`src/rtl/pic_pkg.sv`:
```
// shared types and constants for the inline cache slot
`default_nettype none

package pic_pkg;

  localparam int PIC_POLY_CAPACITY = 4;
  localparam int PIC_WORD_W        = 32;
  localparam int PIC_COUNT_OUT_W   = 3;

  localparam logic OP_LOOKUP = 1'b0;
  localparam logic OP_RECORD = 1'b1;

  typedef enum logic [1:0] {
    SLOT_UNINIT = 2'd0,
    SLOT_MONO   = 2'd1,
    SLOT_POLY   = 2'd2,
    SLOT_MEGA   = 2'd3
  } slot_state_t;

  typedef enum logic [1:0] {
    CTL_IDLE,
    CTL_EXEC,
    CTL_RESP
  } ctl_state_t;

  typedef struct packed {
    logic load;
    logic exec;
  } pic_cmd_t;

endpackage

`default_nettype wire

```
`src/rtl/polymorphic_inline_cache_slot.sv`:
```
// top level of the inline cache slot: sequencer plus slot datapath
//
//   channel   ports                                          handshake
//   command   opcode, class_id, target_value                 start, busy
//   result    hit, target_out, slot_state, entry_count       done (one-cycle strobe)
//
// a command word is taken at a clock edge with start high and busy low
// the cycle after that edge runs the compare and update logic; the result
// shows with done in the following cycle
// while done is high busy is low, so a new word can be taken while the result is shown
// the receiver cannot stall; results are lost if not taken on the done cycle
// synchronous reset leaves the slot uninitialised with no entries in use
`default_nettype none

module polymorphic_inline_cache_slot
  import pic_pkg::*;
#(
  parameter int POLY_CAPACITY = PIC_POLY_CAPACITY
) (
  input  wire logic                      clk,
  input  wire logic                      rst,
  input  wire logic                      start,
  output logic                           busy,
  input  wire logic                      opcode,
  input  wire logic [PIC_WORD_W-1:0]     class_id,
  input  wire logic [PIC_WORD_W-1:0]     target_value,
  output logic                           done,
  output logic                           hit,
  output logic [PIC_WORD_W-1:0]          target_out,
  output logic [1:0]                     slot_state,
  output logic [PIC_COUNT_OUT_W-1:0]     entry_count
);

  // commands from the sequencer into the datapath
  pic_cmd_t cmd;

  // sequencer: idle, execute, respond
  pic_ctrl u_ctrl (
    .clk   (clk),
    .rst   (rst),
    .start (start),
    .busy  (busy),
    .done  (done),
    .cmd   (cmd)
  );

  // entries, parallel compare and mono/poly/mega transitions
  pic_datapath #(
    .POLY_CAPACITY (POLY_CAPACITY)
  ) u_datapath (
    .clk          (clk),
    .rst          (rst),
    .cmd          (cmd),
    .opcode       (opcode),
    .class_id     (class_id),
    .target_value (target_value),
    .hit          (hit),
    .target_out   (target_out),
    .slot_state   (slot_state),
    .entry_count  (entry_count)
  );

endmodule

`default_nettype wire

```
`src/rtl/pic_ctrl.sv`:
```
// sequencer: capture, execute, respond
`default_nettype none

module pic_ctrl
  import pic_pkg::*;
(
  input  wire logic     clk,
  input  wire logic     rst,
  input  wire logic     start,
  output logic          busy,
  output logic          done,
  output pic_cmd_t      cmd
);

  ctl_state_t state;
  ctl_state_t state_next;

  always_ff @(posedge clk) begin
    if (rst) begin
      state <= CTL_IDLE;
    end else begin
      state <= state_next;
    end
  end

  always_comb begin
    state_next = state;
    busy       = 1'b0;
    done       = 1'b0;
    cmd.load   = 1'b0;
    cmd.exec   = 1'b0;
    case (state)
      CTL_IDLE: begin
        if (start) begin
          cmd.load   = 1'b1;
          state_next = CTL_EXEC;
        end
      end
      CTL_EXEC: begin
        busy       = 1'b1;
        cmd.exec   = 1'b1;
        state_next = CTL_RESP;
      end
      CTL_RESP: begin
        done = 1'b1;
        // next word may be taken while this result is shown
        if (start) begin
          cmd.load   = 1'b1;
          state_next = CTL_EXEC;
        end else begin
          state_next = CTL_IDLE;
        end
      end
      default: begin
        state_next = CTL_IDLE;
      end
    endcase
  end

  // every execute cycle is followed by exactly one result strobe
  assert property (@(posedge clk) disable iff (rst) cmd.exec |=> done)
    else $error("execute not followed by result");
  // a result strobe only ever follows an execute cycle
  assert property (@(posedge clk) disable iff (rst) done |-> $past(cmd.exec))
    else $error("result without execute");
  // busy and the result strobe are never high together
  assert property (@(posedge clk) disable iff (rst) !(busy && done))
    else $error("busy during result strobe");

endmodule

`default_nettype wire

```
`src/rtl/pic_datapath.sv`:
```
// slot storage, class compare and slot state update
`default_nettype none

module pic_datapath
  import pic_pkg::*;
#(
  parameter int POLY_CAPACITY = PIC_POLY_CAPACITY
) (
  input  wire logic                          clk,
  input  wire logic                          rst,
  input  wire pic_cmd_t                      cmd,
  input  wire logic                          opcode,
  input  wire logic [PIC_WORD_W-1:0]         class_id,
  input  wire logic [PIC_WORD_W-1:0]         target_value,
  output logic                               hit,
  output logic [PIC_WORD_W-1:0]              target_out,
  output logic [1:0]                         slot_state,
  output logic [PIC_COUNT_OUT_W-1:0]         entry_count
);

  localparam int CW = $clog2(POLY_CAPACITY + 1);
  localparam int IW = $clog2(POLY_CAPACITY);

  // captured command word
  logic                  op_q;
  logic [PIC_WORD_W-1:0] cls_q;
  logic [PIC_WORD_W-1:0] tv_q;

  slot_state_t           cache_state;
  slot_state_t           cache_state_next;
  logic [CW-1:0]         poly_used;
  logic [CW-1:0]         poly_used_next;
  logic [PIC_WORD_W-1:0] mono_class;
  logic [PIC_WORD_W-1:0] mono_target;
  logic [PIC_WORD_W-1:0] poly_class  [POLY_CAPACITY];
  logic [PIC_WORD_W-1:0] poly_target [POLY_CAPACITY];

  logic [POLY_CAPACITY-1:0] match_vec;
  logic [POLY_CAPACITY-1:0] match_first;
  logic                     poly_found;
  logic [PIC_WORD_W-1:0]    poly_tgt;
  logic                     mono_match;
  logic                     poly_full;
  logic                     mono_wr;
  logic                     promote;
  logic                     append;
  logic                     hit_next;
  logic [PIC_WORD_W-1:0]    tgt_next;
  logic [CW+PIC_COUNT_OUT_W-1:0] count_ext;

  always_ff @(posedge clk) begin
    if (cmd.load) begin
      op_q  <= opcode;
      cls_q <= class_id;
      tv_q  <= target_value;
    end
  end

  // parallel compare against live entries, lowest index wins
  always_comb begin
    for (int i = 0; i < POLY_CAPACITY; i++) begin
      match_vec[i] = (CW'(i) < poly_used) && (poly_class[i] == cls_q);
    end
  end

  assign match_first = match_vec & (~match_vec + POLY_CAPACITY'(1));
  assign poly_found  = |match_vec;

  always_comb begin
    poly_tgt = '0;
    for (int i = 0; i < POLY_CAPACITY; i++) begin
      poly_tgt = poly_tgt | ({PIC_WORD_W{match_first[i]}} & poly_target[i]);
    end
  end

  assign mono_match = (mono_class == cls_q);
  assign poly_full  = (poly_used == CW'(POLY_CAPACITY));

  always_comb begin
    cache_state_next = cache_state;
    poly_used_next   = poly_used;
    mono_wr          = 1'b0;
    promote          = 1'b0;
    append           = 1'b0;
    hit_next         = 1'b0;
    tgt_next         = '0;
    if (cmd.exec) begin
      if (op_q == OP_LOOKUP) begin
        case (cache_state)
          SLOT_MONO: begin
            hit_next = mono_match;
            tgt_next = mono_match ? mono_target : '0;
          end
          SLOT_POLY: begin
            hit_next = poly_found;
            tgt_next = poly_tgt;
          end
          default: begin
            hit_next = 1'b0;
          end
        endcase
      end else begin
        case (cache_state)
          SLOT_UNINIT: begin
            cache_state_next = SLOT_MONO;
            mono_wr          = 1'b1;
          end
          SLOT_MONO: begin
            if (!mono_match) begin
              cache_state_next = SLOT_POLY;
              promote          = 1'b1;
              poly_used_next   = CW'(2);
            end
          end
          SLOT_POLY: begin
            if (poly_full) begin
              cache_state_next = SLOT_MEGA;
            end else if (!poly_found) begin
              append         = 1'b1;
              poly_used_next = poly_used + CW'(1);
            end
          end
          default: begin
            cache_state_next = cache_state;
          end
        endcase
      end
    end
  end

  always_ff @(posedge clk) begin
    if (rst) begin
      cache_state <= SLOT_UNINIT;
      poly_used   <= '0;
    end else begin
      cache_state <= cache_state_next;
      poly_used   <= poly_used_next;
    end
  end

  always_ff @(posedge clk) begin
    if (mono_wr) begin
      mono_class  <= cls_q;
      mono_target <= tv_q;
    end
    if (promote) begin
      // old mono entry first, new class second
      poly_class[0]      <= mono_class;
      poly_target[0]     <= mono_target;
      poly_class[1]      <= cls_q;
      poly_target[1]     <= tv_q;
    end
    if (append) begin
      poly_class[poly_used[IW-1:0]]  <= cls_q;
      poly_target[poly_used[IW-1:0]] <= tv_q;
    end
    if (cmd.exec) begin
      hit        <= hit_next;
      target_out <= tgt_next;
    end
  end

  assign count_ext   = {{PIC_COUNT_OUT_W{1'b0}}, poly_used};
  assign slot_state  = cache_state;
  assign entry_count = count_ext[PIC_COUNT_OUT_W-1:0];

  // a poly slot always holds between two and capacity entries
  assert property (@(posedge clk) disable iff (rst)
    (cache_state == SLOT_POLY) |->
      ((poly_used >= CW'(2)) && (poly_used <= CW'(POLY_CAPACITY))))
    else $error("poly entry count out of range");
  // slot state only moves in an execute cycle
  assert property (@(posedge clk) disable iff (rst)
    !$past(cmd.exec) |-> $stable(cache_state))
    else $error("slot state changed outside execute");
  // a miss or a record always carries a zero target
  assert property (@(posedge clk) disable iff (rst)
    ($past(cmd.exec) && !hit) |-> (target_out == '0))
    else $error("nonzero target on miss");

endmodule

`default_nettype wire

```
`config.mk`:
```
export PLATFORM = sky130hd
export DESIGN_NAME = polymorphic_inline_cache_slot
export DESIGN_NICKNAME = d
export VERILOG_FILES = /design/src/rtl/pic_pkg.sv /design/src/rtl/polymorphic_inline_cache_slot.sv /design/src/rtl/pic_ctrl.sv /design/src/rtl/pic_datapath.sv
export SDC_FILE = /design/constraint.sdc
export NUM_CORES = 1
export LEC_CHECK = 0
export ABC_AREA = 1
export CAP_MARGIN = 20
export CORE_ASPECT_RATIO = 2
export CORE_UTILIZATION = 62
export CTS_BUF_LIST = sky130_fd_sc_hd__clkbuf_8
export CTS_CLUSTER_SIZE = 16
export DETAILED_ROUTE_END_ITERATION = 8
export DONT_BUFFER_PORTS = 1
export GPL_TIMING_DRIVEN = 0
export PLACE_DENSITY = 0.76
export SYNTH_ARGS = -nofsm -noshare
export SYNTH_HDL_FRONTEND = slang
export SYNTH_SLANG_ARGS = --single-unit
```
`constraint.sdc`:
```
create_clock -name clk -period 11.4 [get_ports clk]
set_input_delay 1.71 -clock clk [delete_from_list [all_inputs] [get_ports clk]]
set_output_delay 1.71 -clock clk [all_outputs]
set_load 0.05 [all_outputs]
```
# ---- After elaboration in Yosys (flattened, before gate mapping)
# Memory sizes are Yosys's and may differ from the RTL's.
# Index checks and enable logic that the tools add are counted.
# Widths: inputs -> output; s select.
dict set report word_totals {
  reg_bits 169
  ramBits 256
  input_bits 68
  elab_cells 95
  n_memories 2
}
dict set report op_classes {
  addsub 2
  n_lt_le_gt_ge 4
  n_eq_ne 15
  n_mux 39
  n_bitwise 9
  reduce_logical 14
}
# name words width rd rd_ports_with_merged_regs write_ports line
set memory_table {}
lappend memory_table {u_datapath.poly_class 4 32 4 0 2 pic_datapath.sv:35} ;# logic [PIC_WORD_W-1:0] poly_class [POLY_CAPACITY];
lappend memory_table {u_datapath.poly_target 4 32 4 0 2 pic_datapath.sv:36} ;# logic [PIC_WORD_W-1:0] poly_target [POLY_CAPACITY];
# operator n
set ops {}
lappend ops {{$eq 32x32->1} 5}
lappend ops {{$and 32x32->32} 4}
lappend ops {{$mux 32} 3}
lappend ops {{$or 32x32->32} 3}
lappend ops {{$pmux 32 s2} 1}
lappend ops {{$reduce_or 32->1} 2}
lappend ops {{$mux 1} 23}
lappend ops {{$pmux 2 s3} 2}
lappend ops {{$mux 2} 5}
lappend ops {{$mux 3} 3}
lappend ops {{$ne 2x2->1 const B} 4}
lappend ops {{$lt 1x3->1 const A} 2}
lappend ops {{$lt 2x3->1 const A} 2}
lappend ops {{$pmux 3 s2} 1}
lappend ops {{$reduce_and 6->1} 1}
lappend ops {{$reduce_and 5->1} 1}
lappend ops {{$add 4x1->4 const B} 1}
lappend ops {{$and 4x4->4} 1}
lappend ops {{$eq 2x1->1 const B} 2}
lappend ops {{$eq 2x2->1 const B} 2}
lappend ops {{$logic_and 1x1->1} 4}
lappend ops {{$logic_not 2->1} 2}
lappend ops {{$not 4->4} 1}
lappend ops {{$reduce_or 4->1} 1}
lappend ops {{other kinds (7)} 7}

# ---- Longest topological paths before layout
# An unclocked memory read counts as a cell.
dict set report logic_depth {
  word_depth 13
  depth_mapped 17
  ltp_nobuf 16
}

# ---- Hierarchy
# Synthesis repeated with hierarchy kept, for this count alone.
dict set report hier_totals {
  hier_cells 1837
  area_unflattened_um2 19323.5
}
# mod n_inst cells_each area_each_um2 seq_area_each_um2
set by_module_without_submodules {}
lappend by_module_without_submodules {pic_datapath 1 1825 19242.2 12652.1}
lappend by_module_without_submodules {pic_ctrl 1 12 81.3 40.0}

# ---- Worst setup path before layout
# No wires, ideal clock.
dict set report synth_path {
  kind {input port to flip-flop}
  startpoint {input port start}
  endpoint {register u_datapath.cls_q[0] (enable)}
  arrival_time_ns 4.495
  t_required_ns 10.910
  setup_slack_ns 6.415
  stages 2
  n_path_buf 0
  path_cell_list {inv_1 -> nor2_1}
}
# item line
set synth_lines {}
lappend synth_lines {{start, declared} polymorphic_inline_cache_slot.sv:22} ;# input wire logic start,
lappend synth_lines {{end signal, assigned} pic_datapath.sv:54} ;# cls_q <= class_id;
lappend synth_lines {{end, declared} pic_datapath.sv:26} ;# logic [PIC_WORD_W-1:0] cls_q;

==> results.py <==
metrics = {
    "global_routing": {
        "grt_overflow_total": 0,
        "grtUsageTotal": 0.319,
        "grt_max_degree": 55,
        "grt_busiest_layer": "met2",
        "grt_pass1_vias": 12138,
        "grt_pass1_wl_um": 68100,
        "grt_use_met2": 0.581,
        "antenna_found_initial": 2,
        "grt_use_met1": 0.316,
        "grtUsageMet3": 0.0421,
    },
    "yosys": {
        "yosys_warnings": 0,
        "yosysTopAreaCell": "edfxtp_1",
        "syn_inst": 1608,
        "synth_edf_count": 418,
        "synth_top_cells_by_count": "nand2_1, edfxtp_1, nand3_1",
        "synth-async-reset-ratio": 0,
        "synth_top_area_share": 0.696,
        "synthTopCellsByArea": "edfxtp_1, nand2_1, nand3_1",
        "ys_seq_elements": 425,
        "syn_avg_cell_area_um2": 11.2,
        "synthesis.area_um2": 18000,
        "synth_flop_cell": "edfxtp_1",
        "yosysMostFrequentCell": "nand2_1",
        "synth_nets": 1685,
        "synth_cell_types": 32,
        "seq_area_frac_synth": 0.704,
    },
    "floorplanning": {
        "io_pins": 108,
        "fp.dieH_um": 243,
        "core_um2": 28700,
        "dieArea_um2": 29800,
        "initial_utilization": 0.627,
        "rows": 88,
        "die_w_um": 123,
    },
    "placed_design": {
        "placed_cells_incl_taps": 1979,
        "pre_cts_ws_ns": 7.75,
        "gp_congestion": 0.941,
        "dpl.hpwl_um": 32100,
        "io_buffers": 0,
    },
    "sta": {
        "maxSlewViolCount": 0,
        "skew_ns": 0.0195,
        "setup_violations": 0,
        "slew_headroom": 0.342,
        "fmax_mhz": 266,
        "fin_setup_tns_ns": 0,
        "hold_viol_final": 0,
        "worst_slew_pin_slew_ns": 0.984,
        "setup_slack_ns": 7.64,
        "post-route-period-util": 0.330,
        "fin_crit_ns": 3.76,
        "rsz0062_at_grt": "no",
    },
    "layout": {
        "stdcell_count": 2088,
        "syn_to_final_growth_pct": 10.7,
        "drive_above_1_share": 0.0968,
        "fill_cells": 2033,
        "nNetsFinal": 1755,
    },
    "clocking": {
        "cts_tree": "done",
        "cts_made_buffers": 57,
        "hold_buffers": 0,
        "post-cts-setup-buffer-count": 0,
        "cts_sinks": 425,
        "clockRootBuffer": "clkbuf_8",
        "cts_resized": 0,
        "clockBufferDepth": 3,
        "clk_latency_ns": 0.63,
        "clk_pin_slew_ns": 0.07,
        "h-tree-depth": 2,
    },
    "hold_path": {
        "hold_class": "flop to flop",
    },
    "detailed_routing": {
        "post_drt_via_cell_ratio": 5.72,
        "wire_per_inst_um": 21.8,
        "wl_um": 45600,
        "drt_first_pass_iters": 5,
        "detail-route-antenna-nets": 0,
        "initialDrtViolationCount": 939,
        "dr_total_vias": 11936,
        "drcViolationCount": 0,
    },
    "pwr": {
        "power_density_nw_per_um2": 155,
        "p_leak_uw": 0.00756,
        "ir_drop_mv": 0.129,
    },
    "critical_path": {
        "ff2ff_setup_slack_ns": 7.64,
        "crit_end": "u_datapath.poly_target[0][3]",
        "critPathRequiredTime_ns": 11.73,
        "r2r_start": "u_datapath.cls_q[24]",
        "crit_fanout": 50,
        "critPathKind": "flop to flop",
        "r2r-end": "u_datapath.poly_target[0][3]",
        "reg2reg_depth": 16,
        "endpoint_kind": "flop",
        "critPathLaunchType": "flop",
        "critPathArrivalTime_ns": 4.09,
        "crit_path_start": "u_datapath.cls_q[24]",
    },
    "run_status": {
        "status": "finished clean",
    },
    "job": {
        "maxCapViolCount": 0,
    },
}
## state kept, by name (all words and copies together) (netlist names), 2 cells and up
signal / cells
u_datapath.mono_class: 32
u_datapath.entry_count: 3
u_datapath.cls_q: 32
u_datapath.poly_target: 128
u_datapath.slot_state: 2
u_datapath.mono_target: 32
u_ctrl.state: 2
u_datapath.tv_q: 32
u_datapath.target_out: 32
u_datapath.poly_class: 128
## area by class of cell
| cell class | instances | area [um2] | share of cell area |
|---|---|---|---|
| inverter | 153 | 574 | 0.0288 |
| buffer | 56 | 303 | 0.0152 |
| clock inverter | 44 | 320 | 0.0161 |
| tap | 360 | 450 | 0.0226 |
| timing repair buffer | 11 | 243 | 0.0122 |
| multi-input combinational | 974 | 4500 | 0.226 |
| sequential | 425 | 12700 | 0.636 |
| clock buffer | 63 | 867 | 0.0435 |
| antenna | 2 | 5.00 | 0.000251 |
## cell usage in the layout, fill, tap and decap left out, types with 2 or more instances in the layout
cell type / Yosys / routed
nand4_1: 4 / 4
nor2_2: 3 / 3
clkbuf_8: 0 / 63
edfxtp_1: 418 / 418
bufinv_16: 0 / 5
o21ai_0: 57 / 57
nand2_1: 531 / 529
dfxtp_1: 7 / 7
or2_2: 2 / 2
buf_4: 4 / 4
buf_16: 0 / 3
nand2_4: 0 / 2
xnor2_1: 41 / 41
nor4_1: 3 / 3
nor2_4: 1 / 5
buf_1: 5 / 5
clkinv_1: 0 / 14
buf_6: 5 / 5
a21oi_1: 36 / 36
clkinv_2: 0 / 10
inv_1: 133 / 144
nand3_1: 147 / 147
nor3_1: 8 / 8
o22ai_1: 3 / 3
clkbuf_1: 10 / 10
nor2_1: 87 / 83
clkinvlp_4: 0 / 3
o21ai_1: 13 / 13
ha_1: 9 / 9
inv_2: 20 / 21
xor2_1: 22 / 22
buf_2: 32 / 32
diode_2: 0 / 2
buf_12: 0 / 8
## cells by family after synthesis
kind of cell,share of synthesized area
flip-flops,0.704
AND/OR/NAND/NOR,0.179
AO/OA/AOI/OAI,0.0317
adder cells (fa/ha/maj),0.00625
buffers and inverters,0.0487
XOR/XNOR,0.0306
## layer usage
metal,wire [um],vias to the layer above
met5,0,-
met4,3760,0
met3,2150,173
met2,24900,534
met1,14800,5689
li1,-,5540
## critical path, stage by stage, from the launching register on
cell and delay (ns):
edfxtp_1 0.44, buf_4 0.20, xnor2_1 0.56, nand2_1 0.11, nor2_1 0.28, nand2_1 0.12
nor2_1 0.15, inv_1 0.07, nor2_2 0.28, nor2_1 0.09, nand2_1 0.12, inv_2 0.07
nand3_4 0.09, buf_6 0.20, buf_6 0.18, nand2_4 0.18, buf_16 0.26
## worst min-delay path by stage
stage,startpoint,endpoint,slack [ns],cells after the start
after CTS,u_datapath.tv_q[10],u_datapath.mono_target[10],0.52,0
final,u_datapath.tv_q[10],u_datapath.mono_target[10],0.52,0
after floorplan,u_ctrl.state[0],u_ctrl.state[0],0.44,1
after global routing,u_datapath.cls_q[22],u_datapath.poly_class[3][22],0.54,0
after detailed placement,u_datapath.tv_q[10],u_datapath.mono_target[10],0.51,0
after global placement,u_ctrl.state[0],u_ctrl.state[0],0.45,1
## per-stage QoR
| step | instance area, um2 | utilization | hold slack [ns] | total power [uW] |
|---|---|---|---|---|
| after detailed placement | 18800 | 0.653 | 0.509 | 1940 |
| after CTS | 20000 | 0.694 | 0.520 | 3110 |
| after global routing | 20000 | 0.694 | 0.539 | 3190 |
| final | 20000 | 0.694 | 0.518 | 3100 |
| after global placement | 18500 | 0.643 | 0.455 | 1930 |
| after floorplan | 18000 | - | 0.444 | 1890 |
## where the power goes
part | switching, uW | internal, uW | total (uW)
sequential | 52.3 | 1750 | 1800
combinational | 74.8 | 31.1 | 106
clock | 568 | 623 | 1190
total | 695 | 2400 | 3100
Power figures use the tool's default switching activity.
